--- src/rtl/svm_ram.sv ---
// single-port-write, single-port-read synchronous memory with registered read data
`timescale 1ns / 1ps
module svm_ram #(
   parameter int WIDTH  = 16,
   parameter int ADDR_W = 4
) (
   input  logic              clock,
   input  logic              wr_en,
   input  logic [ADDR_W-1:0] wr_addr,
   input  logic [WIDTH-1:0]  wr_data,
   input  logic [ADDR_W-1:0] rd_addr,
   output logic [WIDTH-1:0]  rd_data
);

   logic [WIDTH-1:0] mem_ff [0:(1 << ADDR_W)-1];
   logic [WIDTH-1:0] rd_data_ff;

   // write port
   always_ff @(posedge clock) begin
      if (wr_en) begin
         mem_ff[wr_addr] <= wr_data;
      end
   end

   // read port with registered read data
   always_ff @(posedge clock) begin
      rd_data_ff <= mem_ff[rd_addr];
   end

   assign rd_data = rd_data_ff;

endmodule

--- config.mk ---
export PLATFORM = sky130hd
export DESIGN_NAME = svm_ram
export DESIGN_NICKNAME = d
export VERILOG_FILES = /design/src/rtl/svm_ram.sv
export SDC_FILE = /design/constraint.sdc
export NUM_CORES = 1
export LEC_CHECK = 0
export ABC_CLOCK_PERIOD_IN_PS = 4290
export BUFFER_PORTS_ARGS = -buffer_cell sky130_fd_sc_hd__buf_2
export CORE_ASPECT_RATIO = 0.8
export CORE_UTILIZATION = 45
export CTS_CLUSTER_SIZE = 30
export DETAILED_ROUTE_END_ITERATION = 12
export PLACE_DENSITY_LB_ADDON = 0.15
export SLEW_MARGIN = 15
export SYNTH_ARGS = -nofsm -noshare
export SYNTH_HDL_FRONTEND = slang
export SYNTH_SLANG_ARGS = --single-unit
--- constraint.sdc ---
create_clock -name clock -period 4.29 [get_ports clock]
set_input_delay 0.2145 -clock clock [delete_from_list [all_inputs] [get_ports clock]]
set_output_delay 0.2145 -clock clock [all_outputs]
set_load 0.02 [all_outputs]
==> impl_results.md <==
* FFs w/ async S/R, synth at 0
* First-pass GRT wire length at 31.33 mm
* Slowest Stage Delay on Critical Path at ~0.67 ns
* Grt ovf at 0
* Cell variety after synth at 19
* Via count at between 4k and 5k
* Clock Path Buffers at 3
* Startpoint Class: input port
* Area Growth Syn to Fin at 15.30%
* Remaining antenna violation count after routing at 0
* Clock Latency Late Sink at approximately 0.52 ns
* XOR/XNOR Fraction of Synth Area at 0
* IO Count at 42
* Synth Area in Simple Gates at 0.01919
* Clock group share of total power at 0.414
* Main synth FF type: edfxtp_1
* Final slew viol count at 0
* Complex-gate fraction of the synthesized area at 0.02392
* Total net switching power at 1.105 mW
* Largest net degree at the start of global routing at between 40 and 50
* Worst Setup SP: rd_addr[0]
* Switching Fraction at 0.1985
* Dominant cell type by area after synthesis: edfxtp_1
* Outcome: finished clean
* ANT cells at 0
* Mux cell area share after synthesis at 0.1473
* Worst Reg-to-Reg Cells at 3
* First drt pass iteration count at 5
* Post-Route Skew at between 0.015 and 0.02 ns
* Largest family of logic cells by synthesized area: multiplexers
* CP Capture Type: flop
* Core area at ~0.022 sq mm
* Final HPWL DP at ~11 mm
* Critical path arrival at between 2 and 2.5 ns
* Post-synth EDFFs at 256
* Post-Synthesis Cells at 432
* Worst Hold Launch: wr_data[12]
* Die ar. at about 0.023 sq mm
* Top Family by Delay on Critical Path: buffers and inverters
* Final Hold Viols at 0
* Chip Height at 135.6 um
* Mapped Area at around 0.01 sq mm
* Fmax at 566.9 MHz
* Syn. warnings at 0
* Setup TNS Final at 0 ns
* Buf/Inv on CP at 2
* Post-Route WL at 21.04 mm
* Final nets at 527
* Count leader, synth: edfxtp_1
* P_int at around 4.5 mW
* Cell Chain, Critical Path: buf_4 > buf_4 > mux4_2 > a22oi_1 > nand2_1
* Total CTS buffers at 26
* Worst r2r src: mem_ff[8][10]
* Initial antenna violation count at 0
* Pwr dens at roughly 480 mW/mm^2
* CP required at around 4.7 ns
* Peak supply drop at about 270 uV
* GP Congestion at around 0.75
* Setup crit end: rd_data[15]
* Max FO, Critical Path at 45
* Clock sink count at roughly 270
* Hold Crit Class: in -> reg
* R2R Setup Slk at 2.99 ns
* Root Driver: clkbuf_16
* Core Util, Final at 0.5326
* Row cnt at 48
* Slowest CP cell: buf_4
* Synth Area in Adders at 0
* H-tree depth at 1
* Die width at 169.0 um
* Sequential Power Share at 0.536
* Tcrit/Tclk final at 0.4112
* Wire per inst at between 20 and 30 um
* Gates resized, CTS repair at 0
* Drt first-iter violations at ~490
* Cts hold-fix bufs at 0
* Synth top area share at 0.7654
* Fin crit period at ~1.8 ns
* Final setup viols at 0
* Post-CTS Setup Repair Bufs at 0
* WS Path Type: in -> reg
* Clk slew on worst S/H paths at 0.06 ns
* FF+latch count, synth at ~270
* Register area share after synthesis at 0.7973
* Total Routing Usage GR at 0.1932
* Crit path top cell by count: buf_4
* Max-Cap Viols at 0
* Commonest cells in the netlist: edfxtp_1, mux4_2, a22oi_1
* WP depth at 5
* I/O Buffers at 41
* CTS tree: built
* Vias in the first global route at between 4k and 5k
* Pleak at around 3.8 nW
* Share of layout cells above drive strength 1 at 0.3327
* Syn Area/Cell at between 20 and 25 sq um
* Reg2reg end: rd_data[10]
* Worst-margin pin slew at between 1 and 1.5 ns
* Syn nets at 458
* Vias per inst at 5.662
* Initial core utilization at 0.4620
* Top area cells in the synthesized netlist: edfxtp_1, mux4_2, dfxtp_1
* Power Total at around 5.6 mW
* Logic pwr share at 0.050
* # DRC at 0
* RSZ-0062 raised after global routing: no
* Max_slew headroom at 0.2276
==> logic make-up after synthesis <==
group,after synthesis
and+or+nand+nor,43
muxes,64
DFF,272
AOI/OAI and AO/OA,32
buffers and inverters,21
==> area by class of cell <==
cell class,count,area (sq um)
clock buffer,32,694.4
clock inverter,15,170.2
fill,1721,10160
multi-input combinational,139,1967
sequential,272,8008
tap,300,375.4
timing repair buffer,62,365.4
==> worst min-delay path by stage <==
stage                     endpoint  slack [ns]  cells past startpoint
global placement    mem_ff[12][12]        0.57                      1
finish              mem_ff[12][12]        0.06                      1
floorplan             mem_ff[0][0]        0.31                      0
CTS                 mem_ff[12][12]        0.04                      1
global route         mem_ff[5][12]        0.05                      1
detailed placement  mem_ff[12][12]        0.59                      1
==> flip-flops by register name (all words and copies together) (netlist names) <==
| name | flops |
|---|---|
| mem_ff | 256 |
| rd_data | 16 |
==> cell usage in the layout, fill, tap and decap left out, drive strengths merged, types with 4 or more instances in the layout <==
| master | netlist | final |
|---|---|---|
| clkinv | 0 | 11 |
| bufinv | 0 | 4 |
| edfxtp | 256 | 256 |
| buf | 13 | 62 |
| dfxtp | 16 | 16 |
| nor2 | 13 | 13 |
| a22oi | 32 | 32 |
| mux4 | 64 | 64 |
| nor3 | 4 | 4 |
| clkbuf | 8 | 32 |
| nand2 | 17 | 17 |
==> power by group through the flow <==
stage / combinational (mW) / sequential [mW] / clock (mW)
5_1_grt: 0.299 / 2.99 / 2.45
2_1_floorplan: 0.145 / 3.06 / 0
4_1_cts: 0.281 / 2.99 / 2.36
3_3_place_gp: 0.275 / 3.04 / 0
3_5_place_dp: 0.281 / 3.04 / 0
6_report: 0.277 / 2.99 / 2.31
==> layer usage <==
| metal | up-vias | wire length (um) | track usage | share of wire |
|---|---|---|---|---|
| li1 | 1980 | - | - | - |
| met1 | 2474 | 9958 | 0.2980 | 0.47 |
| met2 | 157 | 9260 | 0.2805 | 0.44 |
| met3 | 32 | 1431 | 0.04411 | 0.068 |
| met4 | 0 | 389 | 0.04555 | 0.018 |
| met5 | - | 0 | 0 | 0 |
==> stage by stage <==
| stage | instances | hold WS (ns) | setup slack (ns) | cell area (sq um) |
|---|---|---|---|---|
| floorplan | 432 | 0.3134 | 2.020 | 10040 |
| global placement | 773 | 0.5749 | 1.949 | 10720 |
| detailed placement | 773 | 0.5932 | 1.925 | 10720 |
| CTS | 820 | 0.03861 | 2.470 | 11580 |
| global route | 820 | 0.04673 | 2.326 | 11580 |
| finish | 820 | 0.05667 | 2.526 | 11580 |
No activity file was read; power rests on OpenSTA's default activity.
