$ cat config.mk
export PLATFORM = sky130hd
export DESIGN_NAME = svm_voice_pool
export DESIGN_NICKNAME = d
export VERILOG_FILES = /design/src/rtl/svm_pkg.sv /design/src/rtl/svm_voice_pool.sv
export SDC_FILE = /design/constraint.sdc
export NUM_CORES = 1
export LEC_CHECK = 0
export ABC_AREA = 1
export BUFFER_PORTS_ARGS = -buffer_cell sky130_fd_sc_hd__buf_2
export CELL_PAD_IN_SITES_DETAIL_PLACEMENT = 1
export CELL_PAD_IN_SITES_GLOBAL_PLACEMENT = 1
export CORE_ASPECT_RATIO = 1.25
export CORE_MARGIN = 2
export CORE_UTILIZATION = 25
export DETAILED_ROUTE_END_ITERATION = 6
export PLACE_DENSITY = 0.58
export SLEW_MARGIN = 0
export SYNTH_ARGS = -nofsm -noshare
export SYNTH_HDL_FRONTEND = slang
export SYNTH_SLANG_ARGS = --single-unit
export TNS_END_PERCENT = 20
$ cat constraint.sdc
create_clock -name clock -period 1.85 [get_ports clock]
set_clock_uncertainty 0.05 [all_clocks]
set_input_delay 0.185 -clock clock [delete_from_list [all_inputs] [get_ports clock]]
set_output_delay 0.185 -clock clock [all_outputs]
set_load 0.01 [all_outputs]
$ cat src/rtl/svm_pkg.sv
// shared types, codes, constants and helpers of the sound effect voice mixer
`timescale 1ns / 1ps
package svm_pkg;

   // default sizes of the voice pool and the effect memory
   localparam int DEF_NUM_VOICES   = 8;
   localparam int DEF_NUM_EFFECTS  = 8;
   localparam int DEF_EFFECT_DEPTH = 16384;

   // port field widths
   localparam int MODE_W      = 2;
   localparam int ID_W        = 3;
   localparam int INDEX_W     = 14;
   localparam int SAMPLE_W    = 16;
   localparam int STATUS_W    = 2;
   localparam int COUNT_W     = 4;
   localparam int CSR_IDX_W   = 1;
   localparam int CSR_DATA_W  = 15;
   localparam int EFF_COUNT_W = 4;
   localparam int EFF_LEN_W   = 15;

   // item modes
   localparam logic [MODE_W-1:0] MODE_LOAD  = 2'd0;
   localparam logic [MODE_W-1:0] MODE_START = 2'd1;
   localparam logic [MODE_W-1:0] MODE_TICK  = 2'd2;

   // result status codes
   localparam logic [STATUS_W-1:0] STATUS_OK     = 2'd0;
   localparam logic [STATUS_W-1:0] STATUS_BAD_ID = 2'd1;
   localparam logic [STATUS_W-1:0] STATUS_FULL   = 2'd2;

   // configuration register indexes
   localparam logic [CSR_IDX_W-1:0] CSR_EFFECT_COUNT  = 1'd0;
   localparam logic [CSR_IDX_W-1:0] CSR_EFFECT_LENGTH = 1'd1;

   // reset values and saturation limits
   localparam logic [EFF_LEN_W-1:0]       LENGTH_AT_RESET = 15'd12000;
   localparam logic signed [SAMPLE_W-1:0] SAT_MAX         = 16'sh7fff;
   localparam logic signed [SAMPLE_W-1:0] SAT_MIN         = 16'sh8000;

   // commands from the sequencer to the voice pool
   typedef struct packed {
      logic start;
      logic release_voice;
   } pool_cmd_type;

   // add two samples and clamp to the 16-bit range
   function automatic logic signed [SAMPLE_W-1:0] sat_add(
      input logic signed [SAMPLE_W-1:0] a,
      input logic signed [SAMPLE_W-1:0] b
   );
      logic signed [SAMPLE_W:0] sum;
      logic signed [SAMPLE_W-1:0] res;
      sum = {a[SAMPLE_W-1], a} + {b[SAMPLE_W-1], b};
      if (sum[SAMPLE_W] != sum[SAMPLE_W-1]) begin
         res = sum[SAMPLE_W] ? SAT_MIN : SAT_MAX;
      end else begin
         res = sum[SAMPLE_W-1:0];
      end
      return res;
   endfunction

endpackage

$ cat src/rtl/svm_voice_pool.sv
// voice activity flags, first-free voice search and active voice counter
`timescale 1ns / 1ps
module svm_voice_pool #(
   parameter int NUM_VOICES = svm_pkg::DEF_NUM_VOICES,
   parameter int VW         = 3,
   parameter int CW         = 4
) (
   input  logic                    clock,
   input  logic                    reset,
   input  svm_pkg::pool_cmd_type   cmd,
   input  logic [VW-1:0]           release_idx,
   output logic                    free_found,
   output logic [VW-1:0]           free_idx,
   output logic [NUM_VOICES-1:0]   active_vec,
   output logic [CW-1:0]           active_count
);
   import svm_pkg::*;

   logic [NUM_VOICES-1:0] active_ff, active_in;
   logic [CW-1:0]         count_ff, count_in;

   // lowest inactive slot wins
   always_comb begin
      free_found = 1'b0;
      free_idx   = '0;
      for (int v = NUM_VOICES - 1; v >= 0; v--) begin
         if (!active_ff[v]) begin
            free_found = 1'b1;
            free_idx   = VW'(v);
         end
      end
   end

   // flag and count updates
   always_comb begin
      active_in = active_ff;
      count_in  = count_ff;
      if (cmd.start) begin
         active_in[free_idx] = 1'b1;
      end
      if (cmd.release_voice) begin
         active_in[release_idx] = 1'b0;
      end
      if (cmd.start && !cmd.release_voice) begin
         count_in = count_ff + 1'b1;
      end else if (!cmd.start && cmd.release_voice) begin
         count_in = count_ff - 1'b1;
      end
   end

   always_ff @(posedge clock) begin
      if (reset) begin
         active_ff <= '0;
         count_ff  <= '0;
      end else begin
         active_ff <= active_in;
         count_ff  <= count_in;
      end
   end

   assign active_vec   = active_ff;
   assign active_count = count_ff;

   // counter tracks the flags
   a_count_matches: assert property (@(posedge clock) disable iff (reset)
      count_ff == CW'($countones(active_ff)))
      else $error("active voice count out of step with flags");

   // a start is only issued when a slot is free
   a_start_has_slot: assert property (@(posedge clock) disable iff (reset)
      cmd.start |-> free_found)
      else $error("voice start with a full pool");

   // only a playing voice is released
   a_release_active: assert property (@(posedge clock) disable iff (reset)
      cmd.release_voice |-> active_ff[release_idx])
      else $error("release of an inactive voice");

endmodule

==> reports/results.tsv, run 1 <==
metric	value	unit
Vias/cell	4.553	
vias in the first global route	728	
hold wc startpoint	reset	
crit path kind	reg2out	
Rows	21	
die area	0.003218	mm^2
P_leak	0.4499	nW
peak fanout along the critical path	4	
Non-Filler Instances	159	
setup bufs post-CTS	0	
dpl hpwl	1.473	mm
Crit Reg-Reg Endpoint	active_count[3]	
hold worst-path end	active_count[0]	
core area	0.002654	mm^2
# diodes	0	
max incr delay on CP	0.35	ns
Crit-path slowest cell	dfxtp_1	
FFs w/ async S/R, synth	0	%
Worst-Skew Late Latency	0.28	ns
Yosys top cell by area	dfxtp_1	
reg-to-reg startpoint	active_count[2]	
initial antenna violation count	0	
die height	62.93	um
Max Root-Sink Buffers	2	
clock transition at the registers of the reported paths	0.08	ns
total power	0.6558	mW
largest net degree at the start of global routing	11	
Post-synth top flop	dfxtp_1	
WHS	0.05078	ns
post-synth top area share	34.59	%
Layout area overhead	27.21	%
Slew Limit Fails	0	
CP most frequent cell	nand2_1	
worst slew pin tran	0.4126	ns
syn nets	110	
Port Buf Inserts	22	
Gates resized, CTS repair	0	
CTS tree	done	
Antenna Violating Nets Remaining	0	
Hold-fix buffers, CTS	0	
WHS Path Cells	2	
RSZ-0062 raised after global routing	false	
top-count cell post-synth	inv_1	
via count	724	
Critical Path Sink Type	primary output	
GRT Util Overall	12.62	%
fin crit period	1.556	ns
fin crit share	84.09	%
Mapped Cells	99	
layout cells sized above 1	27.20	%
Fmax	642.8	MHz
CP Launch Type	flip-flop	
placed insts	155	
pwr dens	742.4	mW/mm^2
Cell Area, Synth	694.4	um^2
first-pass GRT wire length	3.098	mm
max cap viols	0	
slew margin rel.	72.13	%
EDFF count, synth	0	
Ys Warns	0	
TritonCTS buffer count	3	
final setup vio count	0	
Avg Inst Size Synth	7.014	um^2
NumNets Final	137	
crit path DAT	1.32	ns
synthesized flop and latch total	12	
Clock Sinks	12	
r2r setup slk	0.37	ns
# DRC	0	
Fin. Hold Viols	0	
GRT overflow	0	
Starting Density	26.17	%
top post-synthesis cells by count	inv_1, nand2_1, nand3_1, dfxtp_1, nor2_1	
drt first pass iters	3	
class of the worst hold path	in2reg	
I/O Pins	23	
R2R depth	7	
worst-path cell chain	inv_1 > nand2_1 > nand2_1 > nand2_1 > nand2_1 > nand2_1 > nand2_2 > nand2_2 > inv_1 > buf_2	
register area share after synthesis	34.59	%
DR WL/cell	11.06	um
routed wire length	1.758	mm
Worst Path Required	1.62	ns
CTS H-tree lvls	1	
GPL Wtd Cong	0.7375	
Area contributors post-synth	dfxtp_1, inv_1, nand3_1	
Initial DRC Count	7	
VDD IR max	297.0	uV
Root Driver	clkbuf_4	
status	finished clean	
Yosys cell types	17	
Setup TNS	0	ns
Die X	51.14	um
==> where the power goes <==
group	leakage [nW]	internal, mW	total, mW	switching (mW)
Clock	0.0210	0.120	0.217	0.0974
Combinational	0.331	0.0586	0.143	0.0848
Sequential	0.0982	0.276	0.295	0.0187
Total	0.450	0.455	0.656	0.201
==> how the worst max path moves through the flow <==
| stage | startpoint | to | slack [ns] | cells after the start |
|---|---|---|---|---|
| 6_report | active_vec[7] | free_idx[0] | 0.29 | 10 |
| 2_1_floorplan | cmd[0] | active_count[3] | 0.35 | 10 |
| 3_5_place_dp | cmd[0] | active_count[3] | 0.02 | 11 |
| 4_1_cts | active_vec[7] | free_idx[0] | 0.27 | 10 |
| 3_3_place_gp | cmd[0] | active_count[3] | 0.12 | 11 |
| 5_1_grt | cmd[0] | active_count[3] | 0.12 | 11 |
==> layout make-up <==
cell class	count	area (um^2)
Sequential cell	12	240.2
Fill cell	354	1770
Timing Repair Buffer	22	110.1
Inverter	21	78.83
Tap cell	34	42.54
Multi-Input combinational cell	66	375.4
Clock buffer	4	36.28
==> cell usage in the layout, fill, tap and decap left out <==
master and count:
clkbuf_4 3, nor2_1 9, clkbuf_8 1, nand2_1 13, nand3_1 13, a21oi_1 8, dfxtp_1 12, o211ai_1 1
buf_2 22, inv_1 18, ha_1 3, o41ai_1 2, fa_1 1, nor2_2 2, o21ai_0 8, a31oi_1 1
nor3_4 1, nand2_2 2, inv_2 3, xor2_1 2
==> flip-flops by register name (all words and copies together), names as in the netlist <==
register,cells
active_vec,8
active_count,4
==> kinds of logic after synthesis <==
group | share of synthesized area (%)
and+or+nand+nor | 27.21
buffers and inverters | 11.35
AOI/OAI and AO/OA | 16.04
DFF | 34.59
adders and majority gates | 8.289
xor gates and xnor gates | 2.523
==> routing by layer <==
metal | routed length (um) | track usage (%) | share of wire [%] | up-vias
li1 | - | - | - | 375
met1 | 805 | 15.64 | 46 | 327
met5 | 0 | 0 | 0 | -
met4 | 40 | 7.095 | 2.3 | 0
met2 | 816 | 19.97 | 46 | 18
met3 | 96 | 2.392 | 5.5 | 4
==> per-stage QoR <==
| step | setup slack [ns] | util, % | instance area [um^2] |
|---|---|---|---|
| 4_1_cts | 0.2669 | 33.29 | 883.3 |
| 6_report | 0.2944 | 33.29 | 883.3 |
| 3_3_place_gp | 0.1196 | 31.92 | 847.1 |
| 2_1_floorplan | 0.3539 | - | 694.4 |
| 5_1_grt | 0.1220 | 33.29 | 883.3 |
| 3_5_place_dp | 0.02458 | 31.92 | 847.1 |
==> worst max-delay path: cells and delay by family (launching register included) <==
kind | cells | cell delay [ns]
and+or+nand+nor | 7 | 0.48
DFF | 1 | 0.35
buffers and inverters | 3 | 0.23
Note: power is estimated with default switching activity, not from simulation.
==> run 2: changes to the inputs <==
Settings changed: PLACE_DENSITY 0.58 to 0.6.
Clock period 1.85 ns to 1.42 ns, I/O delays scaled along.
==> run 2 against run 1 <==
Compared with the run above:
- the flow now finishes with violations (setup timing)
- non-clock buffer count increased by 7
- global-route usage increased by 1.3 points
- total power increased by 37%
- cell area increased by 9.2%
- cell count increased by 4.4%
- register-to-register slack got worse by 0.28 ns
- critical endpoint unchanged
- largest cell class unchanged
- highest routed layer unchanged
==> reports/results.tsv, run 2 (synthesized netlist as in run 1, its figures left out) <==
metric	value	unit	change
status	finished, violations left		was finished clean
failing checks	setup timing		
reg-to-reg startpoint	active_count[2]		unchanged
drt first pass iters	3		unchanged
slew margin rel.	75.63	%	was 72.13%
PnR worst setup slack	-0.01415	ns	was 0.2944 ns
worst-path cell chain	inv_2 > nand2_1 > nand2_1 > nand2_1 > nand2_1 > nand2_1 > nand2_2 > nand2_2 > inv_2 > buf_6		was inv_1 > nand2_1 > nand2_1 > nand2_1 > nand2_1 > nand2_1 > nand2_2 > nand2_2 > inv_1 > buf_2
die height	62.93	um	unchanged
Fin. Hold Viols	0		unchanged
# DRC	0		unchanged
hold worst-path end	active_count[0]		unchanged
fin crit share	101.0	%	
P_leak	0.4816	nW	was 0.4499 nW
core area	0.002654	mm^2	unchanged
initial antenna violation count	0		unchanged
r2r setup slk	0.09	ns	was 0.37 ns
largest net degree at the start of global routing	11		unchanged
I/O Pins	23		unchanged
VDD IR max	354.6	uV	was 297.0 uV
busiest grt layer	met2		unchanged
Starting Density	26.17	%	unchanged
commonest cells after routing, fill and taps aside	buf_2, inv_1, nand2_1, nand3_1, nor2_1		was buf_2, inv_1, nand2_1, nand3_1, dfxtp_1
crit path kind	reg2out		unchanged
final setup vio count	1		was 0
Rows	21		unchanged
Slew Limit Fails	0		unchanged
Worst path top cell family by delay	simple AND/OR/NAND/NOR gates		unchanged
Layout area overhead	38.92	%	was 27.21%
clock transition at the registers of the reported paths	0.09	ns	was 0.08 ns
Vias/cell	4.494		was 4.553
CP Launch Type	flip-flop		unchanged
final core utilization	36.35	%	was 33.29%
Fmax	697.3	MHz	
WHS Path Cells	2		unchanged
class of the worst hold path	in2reg		unchanged
met3 Track Usage GR	2.392	%	unchanged
max incr delay on CP	0.35	ns	about the same
CTS tree	done		unchanged
max cap viols	0		unchanged
Crit-path slowest cell	dfxtp_2		was dfxtp_1
Worst Path Required	1.23	ns	was 1.62 ns
hold wc startpoint	reset		unchanged
TritonCTS buffer count	3		unchanged
DR WL/cell	11.72	um	was 11.06 um
max reg flops	8		unchanged
CP startpoint	active_vec[7]		unchanged
dpl hpwl	1.594	mm	was 1.473 mm
GRT overflow	0		unchanged
WP buf/inv	3		unchanged
R2R depth	7		unchanged
# diodes	0		unchanged
routed wire length	1.945	mm	was 1.758 mm
GPL Wtd Cong	0.7830		was 0.7375
met1 GRT Util	16.76	%	was 15.64%
Crit Reg-Reg Endpoint	active_count[3]		unchanged
first-pass GRT wire length	3.381	mm	was 3.098 mm
die area	0.003218	mm^2	unchanged
Root Driver	clkbuf_4		unchanged
fin crit period	1.434	ns	
Die X	51.14	um	unchanged
pwr dens	929.0	mW/mm^2	was 742.4 mW/mm^2
layout cells sized above 1	39.39	%	was 27.20%
Initial DRC Count	7		unchanged
GRT Util Overall	13.95	%	was 12.62%
WHS	0.002552	ns	was 0.05078 ns
grt met2 use	22.73	%	was 19.97%
Worst-Skew Late Latency	0.28	ns	about the same
Port Buf Inserts	22		unchanged
commonest non-fill, non-tap cell in the layout	buf_2		unchanged
number of fill cells in the layout	353		was 354
WP depth	10		unchanged
crit path DAT	1.24	ns	was 1.32 ns
CTS H-tree lvls	1		unchanged
Hold-fix buffers, CTS	0		unchanged
vias in the first global route	764		was 728
RSZ-0062 raised after global routing	true		was false
peak fanout along the critical path	3		was 4
Critical Path Sink Type	primary output		unchanged
via count	746		was 724
Antenna Violating Nets Remaining	0		unchanged
NumNets Final	144		was 137
worst slew pin tran	0.3609	ns	was 0.4126 ns
Max Root-Sink Buffers	2		unchanged
CP most frequent cell	nand2_1		unchanged
Clock Sinks	12		unchanged
## run 2: cell count changes in the layout (fill, tap and decap cells not counted)
cell / delta
o21ai_0: -1
ha_4: +1
dfxtp_2: +5
ha_1: -1
dfxtp_4: +1
buf_6: +1
buf_4: +7
o21ai_1: +1
buf_2: -1
inv_2: +4
inv_1: -4
dfxtp_1: -6
## run 2: where the power goes
group	switching, mW	internal, mW
Combinational	0.115	0.0972
Sequential	0.0287	0.362
Clock	0.136	0.156
Total	0.280	0.616
## run 2: cell type report
type | instances | area (um^2) | area share, %
Clock buffer | 4 | 36.28 | 3.761
Timing Repair Buffer | 29 | 168.9 | 17.51
Inverter | 21 | 78.83 | 8.171
Tap cell | 34 | 42.54 | 4.410
Sequential cell | 12 | 250.2 | 25.94
Multi-Input combinational cell | 66 | 387.9 | 40.21
## run 2: worst reg2reg max path, stage by stage, from the launching register on
cell     delay, ns
dfxtp_2       0.35
ha_4          0.25
a21oi_1       0.15
nand2_1       0.08
a21oi_1       0.12
o21ai_1       0.09
nor2_1        0.09
nor2_1        0.05
## run 2: how the worst max path moves through the flow
stage / to
after floorplan: active_count[3]
after global placement: active_count[3]
after detailed placement: active_count[3]
after CTS: free_idx[0]
after global routing: free_idx[0]
final: free_idx[0]
## run 2: what timing repair did
item,4_1_cts,5_1_grt
endpoints found under the setup margin,4,5
buffers inserted,3,0
hold endpoints to repair,0,0
gates resized for setup,7,5
gates cloned,0,0
## run 2: per-stage QoR
stage | instance area (um^2) | setup WS, ns | setup TNS [ns] | power [mW] | std cells
after floorplan | 706.9 | 0.04850 | 0 | 0.5171 | 99
after global placement | 889.6 | -0.09279 | -0.09503 | 0.5949 | 159
after detailed placement | 889.6 | -0.1650 | -0.2010 | 0.6003 | 159
after CTS | 959.7 | -0.01399 | -0.01399 | 0.9023 | 166
after global routing | 964.7 | -0.1158 | -0.3978 | 0.9662 | 166
final | 964.7 | -0.01415 | -0.01415 | 0.8962 | 166
## run 2: metal layers
metal / up-vias / wire, um
met5: - / 0
met1: 334 / 860
li1: 386 / -
met4: 0 / 48
met3: 6 / 90
met2: 20 / 946
==> run 3: changes to the inputs <==
Settings changed: CORE_MARGIN 2 to default.
==> run 3 against run 2 <==
Compared with the run above:
- the flow now finishes without violations
- core utilization increased by 0.52 points
- via count increased by 2.4%
- clock-buffer cell count unchanged
- worst hold slack improved by 0.053 ns
- cell count increased by 1.2%
- sequential share of layout area decreased by 0.11 points
- total power increased by 0.63%
- critical path type unchanged
- largest cell class unchanged
- largest power group unchanged
- highest routed layer unchanged
==> reports/results.tsv, run 3 (synthesized netlist as in run 1, its figures left out) <==
metric	value	unit	change
crit path DAT	1.22	ns	was 1.24 ns
pwr dens	921.7	mW/mm^2	was 929.0 mW/mm^2
fin crit period	1.408	ns	was 1.434 ns
die height	60.93	um	was 62.93 um
max cap viols	0		unchanged
Crit-path slowest cell	dfxtp_2		unchanged
# diodes	0		unchanged
status	finished clean		was finished, violations left
Worst Path Required	1.23	ns	about the same
Slew Limit Fails	0		unchanged
Root Driver	clkbuf_4		unchanged
CP most frequent cell	nand2_1		unchanged
PnR worst setup slack	0.01211	ns	was -0.01415 ns
Port Buf Inserts	22		unchanged
Worst-Skew Late Latency	0.29	ns	was 0.28 ns
drt first pass iters	4		was 3
# DRC	0		unchanged
DR WL/cell	11.36	um	was 11.72 um
dpl hpwl	1.567	mm	was 1.594 mm
Starting Density	26.17	%	unchanged
Fmax	710.3	MHz	was 697.3 MHz
final setup vio count	0		was 1
CP startpoint	active_vec[7]		unchanged
CP Launch Type	flip-flop		unchanged
crit path kind	reg2out		unchanged
placed insts	160		was 159
VDD IR max	441.6	uV	was 354.6 uV
P_leak	0.4929	nW	was 0.4816 nW
max incr delay on CP	0.35	ns	about the same
CTS tree	done		unchanged
worst slew pin tran	0.3958	ns	was 0.3609 ns
Die X	49.14	um	was 51.14 um
Critical Path Sink Type	primary output		unchanged
worst-path cell chain	inv_2 > nand2_1 > nand2_1 > nand2_1 > nand2_1 > nand2_1 > nand2_2 > nand2_2 > inv_1 > buf_2		was inv_2 > nand2_1 > nand2_1 > nand2_1 > nand2_1 > nand2_1 > nand2_2 > nand2_2 > inv_2 > buf_6
GPL Wtd Cong	0.7454		was 0.7830
routed wire length	1.909	mm	was 1.945 mm
Fin. Hold Viols	0		unchanged
GRT Util Overall	14.50	%	was 13.95%
CTS H-tree lvls	1		unchanged
commonest non-fill, non-tap cell in the layout	buf_2		unchanged
I/O Pins	23		unchanged
core area	0.002654	mm^2	unchanged
total power	0.9019	mW	was 0.8962 mW
initial antenna violation count	0		unchanged
fin crit share	99.15	%	was 101.0%
slew margin rel.	73.27	%	was 75.63%
RSZ-0062 raised after global routing	true		unchanged
first-pass GRT wire length	3.146	mm	was 3.381 mm
die area	0.002994	mm^2	was 0.003218 mm^2
Vias/cell	4.548		was 4.494
reg-to-reg startpoint	active_count[2]		unchanged
layout cells sized above 1	40.30	%	was 39.39%
Initial DRC Count	6		was 7
Non-Filler Instances	168		was 166
TritonCTS buffer count	3		unchanged
vias in the first global route	713		was 764
clock transition at the registers of the reported paths	0.09	ns	about the same
NumNets Final	146		was 144
GRT overflow	0		unchanged
largest net degree at the start of global routing	11		unchanged
class of the worst hold path	in2reg		unchanged
Max Root-Sink Buffers	2		unchanged
setup slack at placement	-0.1424	ns	was -0.1650 ns
max reg flops	8		unchanged
via count	764		was 746
Antenna Violating Nets Remaining	0		unchanged
WHS	0.05524	ns	was 0.002552 ns
peak fanout along the critical path	3		unchanged
hold wc startpoint	release_idx[0]		was reset
commonest cells after routing, fill and taps aside	buf_2, inv_1, nand2_1, nand3_1, nor2_1		unchanged
Layout area overhead	40.90	%	was 38.92%
Clock Sinks	12		unchanged
Rows	21		unchanged
[run 3: stage by stage]
stage               setup TNS [ns]  instance area, um^2  utilization (%)
finish                           0                978.4            36.87
global route               -0.2974                978.4            36.87
CTS                       -0.01006                953.4            35.93
detailed placement         -0.1736                897.1            33.80
global placement          -0.09077                897.1            33.80
floorplan                        0                706.9                -
[run 3: critical path: cells and delay by family, from the launching register on]
family | cells | cell delay (ns)
buffers and inverters | 3 | 0.20
AND/OR/NAND/NOR | 7 | 0.38
flip-flops | 1 | 0.35
[run 3: worst paths after layout]
kind / to / slack, ns / depth (start not counted)
setup / recovery: free_idx[0] / 0.01 / 10
hold / removal: active_vec[1] / 0.06 / 2
setup reg to reg: active_count[3] / 0.10 / 7
hold reg to reg: active_vec[7] / 0.42 / 2
[run 3: what timing repair did]
item | CTS | global route
hold buffers | 0 | 1
endpoints found under the hold margin | 0 | 1
pin swaps | 1 | 1
gates resized for setup | 5 | 7
setup endpoints to repair | 4 | 6
setup buffers | 2 | 1
[run 3: layout make-up]
type | count | area, um^2
clock buffer | 4 | 36.28
multi-input combinational | 66 | 387.9
timing repair buffer | 31 | 180.2
sequential | 12 | 252.7
inverter | 21 | 78.83
fill | 347 | 1675
tap | 34 | 42.54
[run 3: report_power, final]
part | leakage [nW] | internal, mW | total [mW] | switching (mW)
combinational | 0.370 | 0.102 | 0.219 | 0.117
sequential | 0.101 | 0.364 | 0.393 | 0.0292
clock | 0.0210 | 0.156 | 0.290 | 0.134
total | 0.493 | 0.622 | 0.902 | 0.280
[run 3: metal layers]
layer	vias up	GRT usage, %	wire [um]
met4	0	10.08	50
met3	6	2.506	72
met1	345	16.92	862
met2	20	24.46	923
met5	-	0	0
li1	393	-	-
